**src/wcfrh_pkg.sv**
```systemverilog
// ----------------------------------------------------------------------------
// wcfrh_pkg
// Shared types, constants and the vendor prefix table for the capture filter.
// ----------------------------------------------------------------------------
`default_nettype none

package wcfrh_pkg;

    // Field widths of the frame descriptor and the record header.
    localparam int unsigned TS_W     = 32;
    localparam int unsigned LEN_W    = 16;
    localparam int unsigned FC_W     = 16;
    localparam int unsigned PREFIX_W = 24;
    localparam int unsigned SEC_W    = 13;
    localparam int unsigned USEC_W   = 20;

    // Frame size limits.
    localparam int unsigned MAX_FRAME_BYTES = 2346;
    localparam int unsigned HEADER_BYTES    = 24;
    localparam int unsigned CTRL_MIN_BYTES  = 16;
    localparam int unsigned ADDR4_BYTES     = 6;

    // Frame control layout.
    localparam int unsigned FC_TYPE_LSB    = 2;
    localparam int unsigned FC_SUBTYPE_LSB = 4;
    localparam int unsigned FC_TO_DS_BIT   = 8;
    localparam int unsigned FC_FROM_DS_BIT = 9;
    localparam logic [3:0]  CTRL_SUB_LO    = 4'd8;
    localparam logic [3:0]  CTRL_SUB_HI    = 4'd11;

    typedef enum logic [1:0] {
        FT_MGMT = 2'd0,
        FT_CTRL = 2'd1,
        FT_DATA = 2'd2,
        FT_RSVD = 2'd3
    } t_frame_type;

    typedef enum logic [1:0] {
        OUTCOME_WRITTEN = 2'd0,
        OUTCOME_SKIPPED = 2'd1,
        OUTCOME_ERROR   = 2'd2
    } t_outcome;

    // Timestamp split: q = (ts * RECIP_MULT) >> RECIP_SHIFT is the true quotient
    // or one less, so a single compare and subtract finishes the job.
    localparam int unsigned     USEC_PER_SEC    = 1000000;
    localparam int unsigned     RECIP_SHIFT     = 50;
    localparam int unsigned     RECIP_W         = 31;
    localparam int unsigned     PROD_W          = TS_W + RECIP_W;
    localparam longint unsigned RECIP_MULT_FULL = (64'd1 << RECIP_SHIFT) / USEC_PER_SEC;
    localparam logic [RECIP_W-1:0] RECIP_MULT   = RECIP_MULT_FULL[RECIP_W-1:0];

    // Result of source selection and table lookup.
    typedef struct packed {
        logic has_source;
        logic listed;
    } t_src_match;

    localparam int unsigned VENDOR_COUNT = 109;

    localparam logic [PREFIX_W-1:0] VENDOR_PREFIXES [VENDOR_COUNT] = '{
        24'h0009bf, 24'h001656, 24'h0017ab, 24'h00191d, 24'h0019fd, 24'h001ae9,
        24'h001b7a, 24'h001bea, 24'h001cbe, 24'h001dbc, 24'h001e35, 24'h001ea9,
        24'h001f32, 24'h001fc5, 24'h002147, 24'h0021bd, 24'h00224c, 24'h0022aa,
        24'h0022d7, 24'h002331, 24'h0023cc, 24'h00241e, 24'h002444, 24'h0024f3,
        24'h0025a0, 24'h002659, 24'h002709, 24'h0403d6, 24'h182a7b, 24'h1c4586,
        24'h200bcf, 24'h201c3a, 24'h28cf51, 24'h2c10c1, 24'h3089ec, 24'h342fbd,
        24'h34af2c, 24'h38c6ce, 24'h3ca9ab, 24'h4044f7, 24'h40d28a, 24'h40f407,
        24'h483177, 24'h48a5e7, 24'h48f1eb, 24'h4c306a, 24'h50236d, 24'h582f40,
        24'h58b03e, 24'h58bda3, 24'h5c0ce6, 24'h5c521e, 24'h601ac7, 24'h606bff,
        24'h64b5c6, 24'h702c09, 24'h7048f7, 24'h70f088, 24'h748469, 24'h74f9ca,
        24'h7820a5, 24'h78818c, 24'h78a2a0, 24'h7cbb8a, 24'h80d2e5, 24'h84c065,
        24'h8c56c5, 24'h8ccde8, 24'h904528, 24'h9458cb, 24'h948e6d, 24'h98415c,
        24'h98b6e9, 24'h98e255, 24'h98e8fa, 24'h9ce635, 24'ha438cc, 24'ha45c27,
        24'ha4c0e1, 24'ha4c1e8, 24'hacfae4, 24'hb86870, 24'hb87826, 24'hb88aec,
        24'hb8ae6e, 24'hbc744b, 24'hbc89a6, 24'hbc9ebb, 24'hbcce25, 24'hc0a4cf,
        24'hc84805, 24'hc89143, 24'hcc5b31, 24'hcc9e00, 24'hccfb65, 24'hd05509,
        24'hd4f057, 24'hd86b83, 24'hd86bf7, 24'hdc68eb, 24'hdccd18, 24'he00c7f,
        24'he0e751, 24'he0efbf, 24'he0f6b5, 24'he84ece, 24'he8a0cd, 24'he8da20,
        24'hecc40d
    };

    // Parallel compare of one prefix against every table entry.
    function automatic logic prefix_listed(input logic [PREFIX_W-1:0] prefix);
        logic hit;
        hit = 1'b0;
        for (int i = 0; i < VENDOR_COUNT; i++) begin
            hit = hit | (VENDOR_PREFIXES[i] == prefix);
        end
        return hit;
    endfunction

endpackage

`default_nettype wire

```
**src/wcfrh_frame_if.sv**
```systemverilog
// ----------------------------------------------------------------------------
// wcfrh_frame_if
// Request channel carrying one captured frame descriptor.
// ----------------------------------------------------------------------------
`default_nettype none

interface wcfrh_frame_if;
    import wcfrh_pkg::*;

    logic                valid;
    logic                ready;
    logic [TS_W-1:0]     timestamp_us;
    logic [LEN_W-1:0]    frame_length;
    logic [FC_W-1:0]     frame_control;
    logic [PREFIX_W-1:0] addr_at_10_prefix;
    logic [PREFIX_W-1:0] addr_at_16_prefix;
    logic [PREFIX_W-1:0] addr_at_24_prefix;
    logic                apply_filter;

    modport source (
        output valid, timestamp_us, frame_length, frame_control,
               addr_at_10_prefix, addr_at_16_prefix, addr_at_24_prefix, apply_filter,
        input  ready
    );

    modport sink (
        input  valid, timestamp_us, frame_length, frame_control,
               addr_at_10_prefix, addr_at_16_prefix, addr_at_24_prefix, apply_filter,
        output ready
    );
endinterface

`default_nettype wire

```
**src/wcfrh_rec_if.sv**
```systemverilog
// ----------------------------------------------------------------------------
// wcfrh_rec_if
// Request channel carrying one record header result.
// ----------------------------------------------------------------------------
`default_nettype none

interface wcfrh_rec_if;
    import wcfrh_pkg::*;

    logic              valid;
    logic              ready;
    logic [1:0]        outcome;
    logic [SEC_W-1:0]  seconds;
    logic [USEC_W-1:0] microseconds;
    logic [LEN_W-1:0]  captured_length;

    modport source (
        output valid, outcome, seconds, microseconds, captured_length,
        input  ready
    );

    modport sink (
        input  valid, outcome, seconds, microseconds, captured_length,
        output ready
    );
endinterface

`default_nettype wire

```
**src/wifi_capture_filter_record_header_top.sv**
```systemverilog
// ----------------------------------------------------------------------------
// wifi_capture_filter_record_header_top
// Source prefix filter and capture record header builder for 802.11 frames.
// ----------------------------------------------------------------------------
// Usage: i_frame carries one frame descriptor per request (timestamp, length,
// frame control word, three candidate address prefixes and the filter enable).
// o_rec returns exactly one record header request for each frame, in order:
// the outcome (written, skipped or error) and, for written frames, seconds,
// microseconds and the clamped captured length; other outcomes carry zeros.
// The result passes through the input register, loaded at the accepting edge
// on i_frame, then the decision stage, the reciprocal multiply stage and the
// output register, which drives o_rec as valid. One frame is accepted every
// cycle while the receiver does not stall; the only recurrence is the last
// written timestamp, which is compared, bumped and stored within the single
// decision stage. When the receiver stalls, every stage holds its request and
// empty stages keep filling, so i_frame.ready drops only once all four stages
// are full.
// A synchronous active-low reset empties the pipeline and clears the last
// written timestamp to zero.
// ----------------------------------------------------------------------------
`default_nettype none

module wifi_capture_filter_record_header_top #(
    parameter int unsigned P_MAX_FRAME_BYTES = wcfrh_pkg::MAX_FRAME_BYTES
) (
    input  wire logic    i_clk,
    input  wire logic    i_rst_n,
    wcfrh_frame_if.sink  i_frame,
    wcfrh_rec_if.source  o_rec
);
    import wcfrh_pkg::*;

    // Stage 0: input register, so the decision logic starts from flops.
    logic                r_s0_valid;
    logic [TS_W-1:0]     r_s0_ts;
    logic [LEN_W-1:0]    r_s0_len;
    logic [FC_W-1:0]     r_s0_fc;
    logic [PREFIX_W-1:0] r_s0_a10;
    logic [PREFIX_W-1:0] r_s0_a16;
    logic [PREFIX_W-1:0] r_s0_a24;
    logic                r_s0_filt;

    // Stage 1: decision results and the adjusted timestamp.
    logic                r_s1_valid;
    t_outcome            r_s1_outcome;
    logic [TS_W-1:0]     r_s1_ts;
    logic [LEN_W-1:0]    r_s1_len;

    // Timestamp of the most recent written frame.
    logic [TS_W-1:0]     r_last_ts;

    t_src_match          w_match;
    logic                w_s1_ready;
    logic                w_s2_ready;
    logic                w_s0_move;
    logic                w_zero_len;
    logic                w_skip;
    logic                w_write;
    logic [TS_W-1:0]     w_ts_adj;
    logic [LEN_W-1:0]    w_len_clamp;
    t_outcome            n_s1_outcome;
    logic [TS_W-1:0]     n_s1_ts;
    logic [LEN_W-1:0]    n_s1_len;

    assign w_s1_ready    = !r_s1_valid || w_s2_ready;
    assign i_frame.ready = !r_s0_valid || w_s1_ready;
    assign w_s0_move     = r_s0_valid && w_s1_ready;

    always_ff @(posedge i_clk) begin
        if (!i_rst_n) begin
            r_s0_valid <= 1'b0;
        end else if (i_frame.ready) begin
            r_s0_valid <= i_frame.valid;
        end
        if (i_frame.ready && i_frame.valid) begin
            r_s0_ts   <= i_frame.timestamp_us;
            r_s0_len  <= i_frame.frame_length;
            r_s0_fc   <= i_frame.frame_control;
            r_s0_a10  <= i_frame.addr_at_10_prefix;
            r_s0_a16  <= i_frame.addr_at_16_prefix;
            r_s0_a24  <= i_frame.addr_at_24_prefix;
            r_s0_filt <= i_frame.apply_filter;
        end
    end

    wcfrh_src_filter u_src_filter (
        .i_frame_length      (r_s0_len),
        .i_frame_control     (r_s0_fc),
        .i_addr_at_10_prefix (r_s0_a10),
        .i_addr_at_16_prefix (r_s0_a16),
        .i_addr_at_24_prefix (r_s0_a24),
        .o_match             (w_match)
    );

    // A zero length is an error regardless of the filter setting. With the
    // filter on, a frame needs a usable source whose prefix is in the table.
    assign w_zero_len = r_s0_len == '0;
    assign w_skip     = !w_zero_len && r_s0_filt && !(w_match.has_source && w_match.listed);
    assign w_write    = !w_zero_len && !w_skip;

    // Written timestamps never go backwards; an equal one is kept.
    assign w_ts_adj    = (r_s0_ts < r_last_ts) ? (r_last_ts + TS_W'(1)) : r_s0_ts;
    assign w_len_clamp = (r_s0_len > LEN_W'(P_MAX_FRAME_BYTES)) ?
                         LEN_W'(P_MAX_FRAME_BYTES) : r_s0_len;

    always_comb begin
        n_s1_outcome = OUTCOME_WRITTEN;
        n_s1_ts      = '0;
        n_s1_len     = '0;
        if (w_zero_len) begin
            n_s1_outcome = OUTCOME_ERROR;
        end else if (w_skip) begin
            n_s1_outcome = OUTCOME_SKIPPED;
        end else begin
            n_s1_ts  = w_ts_adj;
            n_s1_len = w_len_clamp;
        end
    end

    always_ff @(posedge i_clk) begin
        if (!i_rst_n) begin
            r_s1_valid <= 1'b0;
            r_last_ts  <= '0;
        end else begin
            if (w_s1_ready) begin
                r_s1_valid <= r_s0_valid;
            end
            if (w_s0_move && w_write) begin
                r_last_ts <= w_ts_adj;
            end
        end
        if (w_s0_move) begin
            r_s1_outcome <= n_s1_outcome;
            r_s1_ts      <= n_s1_ts;
            r_s1_len     <= n_s1_len;
        end
    end

    // Seconds and microseconds split, ending in the output register.
    wcfrh_usec_split u_usec_split (
        .i_clk     (i_clk),
        .i_rst_n   (i_rst_n),
        .i_valid   (r_s1_valid),
        .o_ready   (w_s2_ready),
        .i_ts      (r_s1_ts),
        .i_outcome (r_s1_outcome),
        .i_len     (r_s1_len),
        .o_rec     (o_rec)
    );

endmodule

`default_nettype wire

```
**src/wcfrh_src_filter.sv**
```systemverilog
// ----------------------------------------------------------------------------
// wcfrh_src_filter
// Picks the source address prefix from the frame control word and length,
// and looks it up in the vendor prefix table.
// ----------------------------------------------------------------------------
`default_nettype none

module wcfrh_src_filter (
    input  wire logic [wcfrh_pkg::LEN_W-1:0]    i_frame_length,
    input  wire logic [wcfrh_pkg::FC_W-1:0]     i_frame_control,
    input  wire logic [wcfrh_pkg::PREFIX_W-1:0] i_addr_at_10_prefix,
    input  wire logic [wcfrh_pkg::PREFIX_W-1:0] i_addr_at_16_prefix,
    input  wire logic [wcfrh_pkg::PREFIX_W-1:0] i_addr_at_24_prefix,
    output wcfrh_pkg::t_src_match               o_match
);
    import wcfrh_pkg::*;

    t_frame_type         w_type;
    logic [3:0]          w_subtype;
    logic                w_to_ds;
    logic                w_from_ds;
    logic                w_has_source;
    logic [PREFIX_W-1:0] w_prefix;

    assign w_type    = t_frame_type'(i_frame_control[FC_TYPE_LSB +: 2]);
    assign w_subtype = i_frame_control[FC_SUBTYPE_LSB +: 4];
    assign w_to_ds   = i_frame_control[FC_TO_DS_BIT];
    assign w_from_ds = i_frame_control[FC_FROM_DS_BIT];

    always_comb begin
        w_prefix     = i_addr_at_10_prefix;
        w_has_source = 1'b0;
        case (w_type)
            FT_MGMT: begin
                w_has_source = i_frame_length >= LEN_W'(HEADER_BYTES);
            end
            FT_CTRL: begin
                // Only the control subtypes that carry a transmitter address.
                w_has_source = (w_subtype inside {[CTRL_SUB_LO:CTRL_SUB_HI]})
                               && (i_frame_length >= LEN_W'(CTRL_MIN_BYTES));
            end
            FT_DATA: begin
                if (w_to_ds && w_from_ds) begin
                    w_prefix     = i_addr_at_24_prefix;
                    w_has_source = i_frame_length >= LEN_W'(HEADER_BYTES + ADDR4_BYTES);
                end else begin
                    if (w_from_ds) begin
                        w_prefix = i_addr_at_16_prefix;
                    end
                    w_has_source = i_frame_length >= LEN_W'(HEADER_BYTES);
                end
            end
            default: begin
                w_has_source = 1'b0;
            end
        endcase
    end

    assign o_match.has_source = w_has_source;
    assign o_match.listed     = prefix_listed(w_prefix);

endmodule

`default_nettype wire

```
**src/wcfrh_usec_split.sv**
```systemverilog
// ----------------------------------------------------------------------------
// wcfrh_usec_split
// Two pipeline stages that split a microsecond timestamp into seconds and
// microseconds; the second stage is the output register.
// ----------------------------------------------------------------------------
`default_nettype none

module wcfrh_usec_split (
    input  wire logic                         i_clk,
    input  wire logic                         i_rst_n,
    input  wire logic                         i_valid,
    output logic                              o_ready,
    input  wire logic [wcfrh_pkg::TS_W-1:0]   i_ts,
    input  wire wcfrh_pkg::t_outcome          i_outcome,
    input  wire logic [wcfrh_pkg::LEN_W-1:0]  i_len,
    wcfrh_rec_if.source                       o_rec
);
    import wcfrh_pkg::*;

    // Stage 2: reciprocal multiply.
    logic              r_s2_valid;
    logic [SEC_W-1:0]  r_s2_q;
    logic [TS_W-1:0]   r_s2_ts;
    t_outcome          r_s2_outcome;
    logic [LEN_W-1:0]  r_s2_len;

    // Stage 3: remainder, correction and output register.
    logic              r_s3_valid;
    logic [SEC_W-1:0]  r_s3_sec;
    logic [USEC_W-1:0] r_s3_usec;
    t_outcome          r_s3_outcome;
    logic [LEN_W-1:0]  r_s3_len;

    logic              w_s2_ready;
    logic              w_s3_ready;
    logic [PROD_W-1:0] w_prod;
    logic [TS_W-1:0]   w_qm;
    logic [TS_W-1:0]   w_rem;
    logic              w_fix;
    logic [SEC_W-1:0]  n_sec;
    logic [USEC_W-1:0] n_usec;

    assign w_s3_ready = !r_s3_valid || o_rec.ready;
    assign w_s2_ready = !r_s2_valid || w_s3_ready;
    assign o_ready    = w_s2_ready;

    assign w_prod = PROD_W'(i_ts) * PROD_W'(RECIP_MULT);

    // The estimated quotient is exact or one short.
    assign w_qm   = TS_W'(r_s2_q) * TS_W'(USEC_PER_SEC);
    assign w_rem  = r_s2_ts - w_qm;
    assign w_fix  = w_rem >= TS_W'(USEC_PER_SEC);
    assign n_sec  = w_fix ? (r_s2_q + SEC_W'(1)) : r_s2_q;
    assign n_usec = w_fix ? USEC_W'(w_rem - TS_W'(USEC_PER_SEC)) : USEC_W'(w_rem);

    always_ff @(posedge i_clk) begin
        if (!i_rst_n) begin
            r_s2_valid <= 1'b0;
        end else if (w_s2_ready) begin
            r_s2_valid <= i_valid;
        end
        if (w_s2_ready && i_valid) begin
            r_s2_q       <= w_prod[RECIP_SHIFT +: SEC_W];
            r_s2_ts      <= i_ts;
            r_s2_outcome <= i_outcome;
            r_s2_len     <= i_len;
        end
    end

    always_ff @(posedge i_clk) begin
        if (!i_rst_n) begin
            r_s3_valid <= 1'b0;
        end else if (w_s3_ready) begin
            r_s3_valid <= r_s2_valid;
        end
        if (w_s3_ready && r_s2_valid) begin
            r_s3_sec     <= n_sec;
            r_s3_usec    <= n_usec;
            r_s3_outcome <= r_s2_outcome;
            r_s3_len     <= r_s2_len;
        end
    end

    assign o_rec.valid           = r_s3_valid;
    assign o_rec.outcome         = r_s3_outcome;
    assign o_rec.seconds         = r_s3_sec;
    assign o_rec.microseconds    = r_s3_usec;
    assign o_rec.captured_length = r_s3_len;

endmodule

`default_nettype wire
```
**src/flat_wrapper.sv**
```systemverilog
// flat-port wrapper written by rule: the top's interface ports become plain ports
module wifi_capture_filter_record_header_top_flat import wcfrh_pkg::*;
#(
    parameter int unsigned P_MAX_FRAME_BYTES = wcfrh_pkg::MAX_FRAME_BYTES
)
  (i_clk, i_rst_n, i_frame_valid, i_frame_timestamp_us, i_frame_frame_length, i_frame_frame_control, i_frame_addr_at_10_prefix, i_frame_addr_at_16_prefix, i_frame_addr_at_24_prefix, i_frame_apply_filter, i_frame_ready, o_rec_valid, o_rec_outcome, o_rec_seconds, o_rec_microseconds, o_rec_captured_length, o_rec_ready);
  wcfrh_frame_if i_frame_i ();
  wcfrh_rec_if o_rec_i ();
  input  wire logic i_clk;
  input  wire logic i_rst_n;
  input wire logic [$bits(i_frame_i.valid)-1:0] i_frame_valid;
  input wire logic [$bits(i_frame_i.timestamp_us)-1:0] i_frame_timestamp_us;
  input wire logic [$bits(i_frame_i.frame_length)-1:0] i_frame_frame_length;
  input wire logic [$bits(i_frame_i.frame_control)-1:0] i_frame_frame_control;
  input wire logic [$bits(i_frame_i.addr_at_10_prefix)-1:0] i_frame_addr_at_10_prefix;
  input wire logic [$bits(i_frame_i.addr_at_16_prefix)-1:0] i_frame_addr_at_16_prefix;
  input wire logic [$bits(i_frame_i.addr_at_24_prefix)-1:0] i_frame_addr_at_24_prefix;
  input wire logic [$bits(i_frame_i.apply_filter)-1:0] i_frame_apply_filter;
  output wire logic [$bits(i_frame_i.ready)-1:0] i_frame_ready;
  output wire logic [$bits(o_rec_i.valid)-1:0] o_rec_valid;
  output wire logic [$bits(o_rec_i.outcome)-1:0] o_rec_outcome;
  output wire logic [$bits(o_rec_i.seconds)-1:0] o_rec_seconds;
  output wire logic [$bits(o_rec_i.microseconds)-1:0] o_rec_microseconds;
  output wire logic [$bits(o_rec_i.captured_length)-1:0] o_rec_captured_length;
  input wire logic [$bits(o_rec_i.ready)-1:0] o_rec_ready;
  assign i_frame_i.valid = i_frame_valid;
  assign i_frame_i.timestamp_us = i_frame_timestamp_us;
  assign i_frame_i.frame_length = i_frame_frame_length;
  assign i_frame_i.frame_control = i_frame_frame_control;
  assign i_frame_i.addr_at_10_prefix = i_frame_addr_at_10_prefix;
  assign i_frame_i.addr_at_16_prefix = i_frame_addr_at_16_prefix;
  assign i_frame_i.addr_at_24_prefix = i_frame_addr_at_24_prefix;
  assign i_frame_i.apply_filter = i_frame_apply_filter;
  assign i_frame_ready = i_frame_i.ready;
  assign o_rec_valid = o_rec_i.valid;
  assign o_rec_outcome = o_rec_i.outcome;
  assign o_rec_seconds = o_rec_i.seconds;
  assign o_rec_microseconds = o_rec_i.microseconds;
  assign o_rec_captured_length = o_rec_i.captured_length;
  assign o_rec_i.ready = o_rec_ready;
  wifi_capture_filter_record_header_top #(.P_MAX_FRAME_BYTES(P_MAX_FRAME_BYTES)) u_core (.i_clk(i_clk), .i_rst_n(i_rst_n), .i_frame(i_frame_i), .o_rec(o_rec_i));
endmodule
```
**config.mk**
```make
export PLATFORM = sky130hd
export DESIGN_NAME = wifi_capture_filter_record_header_top_flat
export DESIGN_NICKNAME = d
export VERILOG_FILES = /design/src/wcfrh_pkg.sv /design/src/wcfrh_frame_if.sv /design/src/wcfrh_rec_if.sv /design/src/wifi_capture_filter_record_header_top.sv /design/src/wcfrh_src_filter.sv /design/src/wcfrh_usec_split.sv /design/src/flat_wrapper.sv
export SDC_FILE = /design/constraint.sdc
export NUM_CORES = 2
export LEC_CHECK = 0
export BUFFER_PORTS_ARGS = -buffer_cell sky130_fd_sc_hd__buf_2
export CAP_MARGIN = 20
export CORE_MARGIN = 2
export CORE_UTILIZATION = 64
export CTS_CLUSTER_SIZE = 24
export DETAILED_ROUTE_END_ITERATION = 10
export GPL_TIMING_DRIVEN = 0
export PLACE_DENSITY_LB_ADDON = 0.25
export SLEW_MARGIN = 30
export SYNTH_ARGS = -nofsm -noshare
export SYNTH_HDL_FRONTEND = slang
export SYNTH_SLANG_ARGS = --single-unit
```
**constraint.sdc**
```tcl
create_clock -name i_clk -period 9.55 [get_ports i_clk]
set_input_delay 0.955 -clock i_clk [delete_from_list [all_inputs] [get_ports i_clk]]
set_output_delay 0.955 -clock i_clk [all_outputs]
set_load 0.02 [all_outputs]
```
**Word-level counts from Yosys, hierarchy flattened**

Index checks and enable logic that the tools add are counted.

- Multiply operators: 2
- Bitwise gates (word level): 108
- Reductions and logical operators: 27
- $lt $le $gt $ge: 8
- $add $sub $neg: 4
- Equal/unequal tests: 111
- Muxes and demuxes: 10

Operator list:

| kind | number |
|---|---|
| equality test 24 bit (first input constant) | 45 |
| equality test 23 x 24 -> 1 bit (first input constant) | 25 |
| equality test 13 x 24 -> 1 bit (first input constant) | 13 |
| equality test 14 x 24 -> 1 bit (first input constant) | 13 |
| equality test 22 x 24 -> 1 bit (first input constant) | 9 |
| OR 1 bit | 108 |
| two-way mux 24 bit | 3 |
| multiplier 32 x 30 -> 62 bit (second input constant) | 1 |
| equality test 21 x 24 -> 1 bit (first input constant) | 2 |
| >= comparator 16 x 5 -> 1 bit (second input constant) | 3 |
| adder 32 x 1 -> 32 bit (second input constant) | 1 |
| >= comparator 32 x 20 -> 1 bit (second input constant) | 1 |
| < comparator 32 bit | 1 |
| two-way mux 32 bit | 1 |
| subtractor 32 bit | 1 |
| multiplier 13 x 14 -> 26 bit (second input constant) | 1 |
| equality test 12 x 24 -> 1 bit (first input constant) | 1 |
| equality test 19 x 24 -> 1 bit (first input constant) | 1 |
| two-way mux 20 bit | 1 |
| subtractor 20 bit (second input constant) | 1 |
| > comparator 16 x 12 -> 1 bit (second input constant) | 1 |
| logical NOT 16 bit | 1 |
| adder 13 x 1 -> 13 bit (second input constant) | 1 |
| two-way mux 13 bit | 1 |
| other kinds (13) | 34 |

- Flip-flop bits (word level): 331
- Input port bits: 141
- Word-level logic and storage cells: 294

**Logic depth before layout (Yosys ltp)**

- Depth in word-level cells: 118
- Mapped depth: 34
- Mapped depth without buffers: 33

**By module**

From an unflattened synthesis, not the netlist that was laid out.

- Cell total of the unflattened synthesis: 3351
- Area total of the unflattened synthesis: 35830.6 um^2

By module, submodules not included:

| module | cells each | area each (um^2) | times used |
|---|---|---|---|
| wcfrh_usec_split | 2178 | 23363.7 | 1 |
| wifi_capture_filter_record_header_top | 652 | 9008.6 | 1 |
| wcfrh_src_filter | 521 | 3458.3 | 1 |

**Worst setup path after synthesis**

OpenSTA, ideal clock, no wires.

- Path type: register to register
- From: register u_core.u_usec_split.r_s2_q[1]
- To: register u_core.u_usec_split.r_s3_sec[1] (netlist: u_core.u_usec_split.o_rec.seconds[1]) (data pin)
- Setup slack: 1.850 ns
- Setup time: 0.260 ns
- Stages on the path, launching flop included: 31
- Buffers on the path: 1
- Arrival time: 7.440 ns
- Clock period less this slack: 7.700 ns
- Cells stage by stage: edfxtp_1 > fa_1 > inv_1 > fa_1 > inv_1 > ha_1 > inv_1 > fa_1 > inv_1 > fa_1 > ha_1 > o21ai_0 > a21boi_0 > nor4_1 > o31ai_1 > o41a_1 > a21o_1 > a21oi_1 > xor2_1 > ha_1 > and2_1 > nor2b_1 > a2111oi_0 > nand4_1 > a311oi_1 > nand4_1 > a2111oi_0 > o311ai_1 > nor3_2 > buf_2 > mux2_2

- Longest elaborated chain between the ends: 4

Ends and longest elaborated chain:

| element | line | text |
|---|---|---|
| start, declared | wcfrh_usec_split.sv:22 | `logic [SEC_W-1:0] r_s2_q;` |
| start signal, assigned | wcfrh_usec_split.sv:63 | `r_s2_q <= w_prod[RECIP_SHIFT +: SEC_W];` |
| multiplier 13 x 14 -> 26 bit | wcfrh_usec_split.sv:50 | `assign w_qm = TS_W'(r_s2_q) * TS_W'(USEC_PER_SEC);` |
| subtractor 32 bit | wcfrh_usec_split.sv:51 | `assign w_rem = r_s2_ts - w_qm;` |
| >= comparator 32 x 20 -> 1 bit | wcfrh_usec_split.sv:52 | `assign w_fix = w_rem >= TS_W'(USEC_PER_SEC);` |
| two-way mux 13 bit (*) | wcfrh_usec_split.sv:53 | `assign n_sec = w_fix ? (r_s2_q + SEC_W'(1)) : r_s2_q;` |
| net u_core.u_usec_split.n_sec[1] | wcfrh_usec_split.sv:40 | `logic [SEC_W-1:0] n_sec;` |
| end signal, assigned | wcfrh_usec_split.sv:77 | `r_s3_sec <= n_sec;` |
| end, declared | wcfrh_usec_split.sv:29 | `logic [SEC_W-1:0] r_s3_sec;` |

The timed path passes the listed nets; every way through them passes the cells marked *.
A chain may end at the register's enable or synchronous reset.

**Worst setup path after layout**

Same ends and word-level chain as after synthesis.

==> run_results.csv <==
group,metric,value,unit
detailed_routing,first_iter_violations,2217,
setup_path,arrival,9570,ps
detailed_routing,via_per_inst,6.06,
final_layout,area_delta_synth_final,9.52,%
timing,hold_viol_final,0,
floorplan,die_h,240,um
synthesis,synth_edf_count,291,
setup_path,slowest_stage,"fa_1",
clock_network,ctsHoldBuffers,0,
final_layout,n_antenna_cell,0,
timing,worst_hold_slack,393,ps
clock_network,root_buffer,"clkbuf_16",
hold_path,min-delay-start,"u_core.u_usec_split.r_s2_len[0]",
timing,fin_worst_skew,37.5,ps
detailed_routing,antenna_left,0,
final_layout,layoutNonFillerInstCount,4368,
detailed_routing,drt_wl_total,95600,um
synthesis,ys_ff_latch,327,
floorplan,top_level_ports,194,
synthesis,ys_warn_count,0,
place,dp_slack,-37.9,ps
setup_path,startpoint_type,"flip-flop",
final_layout,drive_above_1_share,9.78,%
synthesis,syn_area_per_cell,10.6,um^2
synthesis,ys.flop_type,"edfxtp_1",
setup_path,r2r_slack,290,ps
detailed_routing,post_drt_wl_per_cell,21.9,um
global_routing,grt_pass1_vias,28200,
synthesis,syn_inst,3352,
setup_path,worstPathMaxFanout,10,
clock_network,cts_buffer_depth,3,
timing,finalWorstSetupSlack,293,ps
detailed_routing,drt_drc_violations_left,0,
clock_network,htree_levels,2,
floorplan,start_util,64.6,%
place,dpl.cell_count,4296,
final_layout,finalNetCount,4643,
clock_network,clock_latency,590,ps
timing,fmax,108,MHz
synthesis,yosysMostFrequentCell,"inv_1",
setup_path,required,9860,ps
timing,maxSlewHeadroom,33.0,%
clock_network,clk_pin_slew_worst_paths,60,ps
global_routing,grt-ovfl-total,0,
synthesis,netlist_area,35500,um^2
floorplan,die_x,240,um
synthesis,synthTopCellsByCount,"inv_1 (703), ha_1 (500), fa_1 (411)",
setup_path,reg2reg_depth,31,
floorplan,design.core.area,55000,um^2
timing,report.final.slew_viol_count,0,
place,hpwl,77000,um
setup_path,regToRegStartpoint,"u_core.u_usec_split.r_s2_q[1]",
timing,rsz0062_at_grt,"false",
hold_path,hold_depth,0,
clock_network,numClockSinks,327,
clock_network,cts_tree,"done",
synthesis,yosysUniqueCellTypes,102,
global_routing,antenna_found_initial,0,
outcome,status,"complete, no violations",
detailed_routing,drtPass1Iterations,6,
setup_path,cp-end-kind,"flip-flop",
timing,setup_viol,0,
place,place.gp.congestion,1.02,
synthesis,ys_seq_area_share,26.6,%
flow_run,maxCapViolCount,0,
setup_path,critPathMaxStageDelay,650,ps
detailed_routing,num_vias,26500,
synthesis,synth_area_leader_cell,"edfxtp_1",
timing,worstMarginPinSlew,1000,ps
floorplan,dieArea,57400,um^2
hold_path,hold_path_end,"u_core.u_usec_split.o_rec.captured_length[0]",
place,io_buffers,182,
floorplan,rows,86,
setup_path,r2r-end,"u_core.u_usec_split.o_rec.seconds[1]",
global_routing,grt_pass1_wl,152000,um
clock_network,numCtsBuffers,37,
hold_path,hold_path_class,"reg -> reg",
global_routing,grt_use_total,34.4,%
synthesis,synthArstFlopShare,0,%
global_routing,grt_max_degree,59,
timing,fin_crit_sh,96.9,%
setup_path,crit_type,"reg -> reg",
synthesis,synthDominantCellAreaShare,24.6,%
synthesis,synthTopCellsByArea,"edfxtp_1 (25%), fa_1 (23%), ha_1 (18%), inv_1 (7.4%), dfxtp_1 (2.0%)",
timing,fin_crit,9260,ps
area by class of cell:
class                      count  area, um^2
clock inverter                21         176
timing repair buffer         197        1190
clock buffer                  47         993
fill                        3896       16100
sequential                   327        9460
buffer                        61         375
multi-input combinational   2262       23100
inverter                     705        2650
tap                          748         936
registers in the layout (all words and copies together), names as in the netlist:
| signal | cells |
|---|---|
| u_core.r_last_ts | 32 |
| u_core.r_s0_a10 | 24 |
| u_core.r_s0_a16 | 24 |
| u_core.r_s0_a24 | 24 |
| u_core.r_s0_fc | 6 |
| u_core.r_s0_filt | 1 |
| u_core.r_s0_len | 16 |
| u_core.r_s0_ts | 32 |
| u_core.r_s0_valid | 1 |
| u_core.r_s1_len | 16 |
| u_core.r_s1_outcome | 2 |
| u_core.r_s1_ts | 32 |
| u_core.r_s1_valid | 1 |
| u_core.u_usec_split.o_rec.captured_length | 16 |
| u_core.u_usec_split.o_rec.microseconds | 20 |
| u_core.u_usec_split.o_rec.outcome | 2 |
| u_core.u_usec_split.o_rec.seconds | 13 |
| u_core.u_usec_split.o_rec.valid | 1 |
| u_core.u_usec_split.r_s2_len | 16 |
| u_core.u_usec_split.r_s2_outcome | 2 |
| u_core.u_usec_split.r_s2_q | 13 |
| u_core.u_usec_split.r_s2_ts | 32 |
| u_core.u_usec_split.r_s2_valid | 1 |
logic make-up (layout without fill, tap and decap cells):
kind of cell / count (synthesis) / in the layout / synth area share [%]
AND/OR/NAND/NOR: 713 / 713 / 10.3
adder cells (fa/ha/maj): 911 / 911 / 40.8
XOR/XNOR: 90 / 90 / 2.26
multiplexers: 40 / 40 / 1.23
flip-flops: 327 / 327 / 26.6
other: 1 / 4 / 0.0106
AO/OA/AOI/OAI: 504 / 504 / 10.2
buffers and inverters: 766 / 1031 / 8.51
cells in the final DEF (no fill, tap or decap), types with 74 or more instances in the layout:
cell type and count:
a21oi_1 115, buf_2 194, edfxtp_1 291, fa_1 411
ha_1 500, inv_1 703, nand2_1 135, nand3_1 93
nand4_1 74, nor2_1 161
layer usage:
metal | wire [um] | up-vias | GRT usage, %
met5 | 43 | - | 0.693
met4 | 4180 | 2 | 13.4
met3 | 7940 | 269 | 6.67
met2 | 44600 | 1172 | 56.4
met1 | 38800 | 13000 | 45.4
li1 | - | 12000 | -
worst max-delay path by stage:
stage	start	end	slack, ps	cells past startpoint
2_1_floorplan	u_core.u_usec_split.r_s2_q[1]	u_core.u_usec_split.o_rec.seconds[1]	1850	30
6_report	u_core.u_usec_split.r_s2_q[1]	u_core.u_usec_split.o_rec.seconds[1]	290	31
4_1_cts	u_core.u_usec_split.r_s2_q[0]	u_core.u_usec_split.o_rec.seconds[1]	90	30
5_1_grt	u_core.u_usec_split.r_s2_q[1]	u_core.u_usec_split.o_rec.seconds[1]	100	31
3_5_place_dp	u_core.u_usec_split.r_s2_q[0]	u_core.u_usec_split.o_rec.seconds[1]	-40	30
3_3_place_gp	u_core.u_usec_split.r_s2_q[0]	u_core.u_usec_split.o_rec.seconds[1]	150	30
through the flow:
stage          cell area [um^2]  TNS (ps)  utilization, %
2_1_floorplan             35500         0               -
3_3_place_gp              37400         0            67.9
3_5_place_dp              37600     -37.9            68.5
4_1_cts                   38800         0            70.6
5_1_grt                   38900         0            70.7
6_report                  38900         0            70.7
worst max-delay path: cells and delay by family (launching register included):
kind,cells,cell delay (ps)
buffers and inverters,6,690
XOR/XNOR,1,100
adder cells (fa/ha/maj),7,3130
AO/OA/AOI/OAI,10,2970
flip-flops,1,590
AND/OR/NAND/NOR,6,1090
multiplexers,1,380
repair_timing:
action | in CTS | in global routing
pin swaps | 0 | 1
setup buffers | 0 | 4
endpoints found under the setup margin | 7 | 18
gates resized for setup | 1 | 1
Power is not shown: default switching activity piles up to over one toggle a cycle in this logic, so the estimate is an artifact.
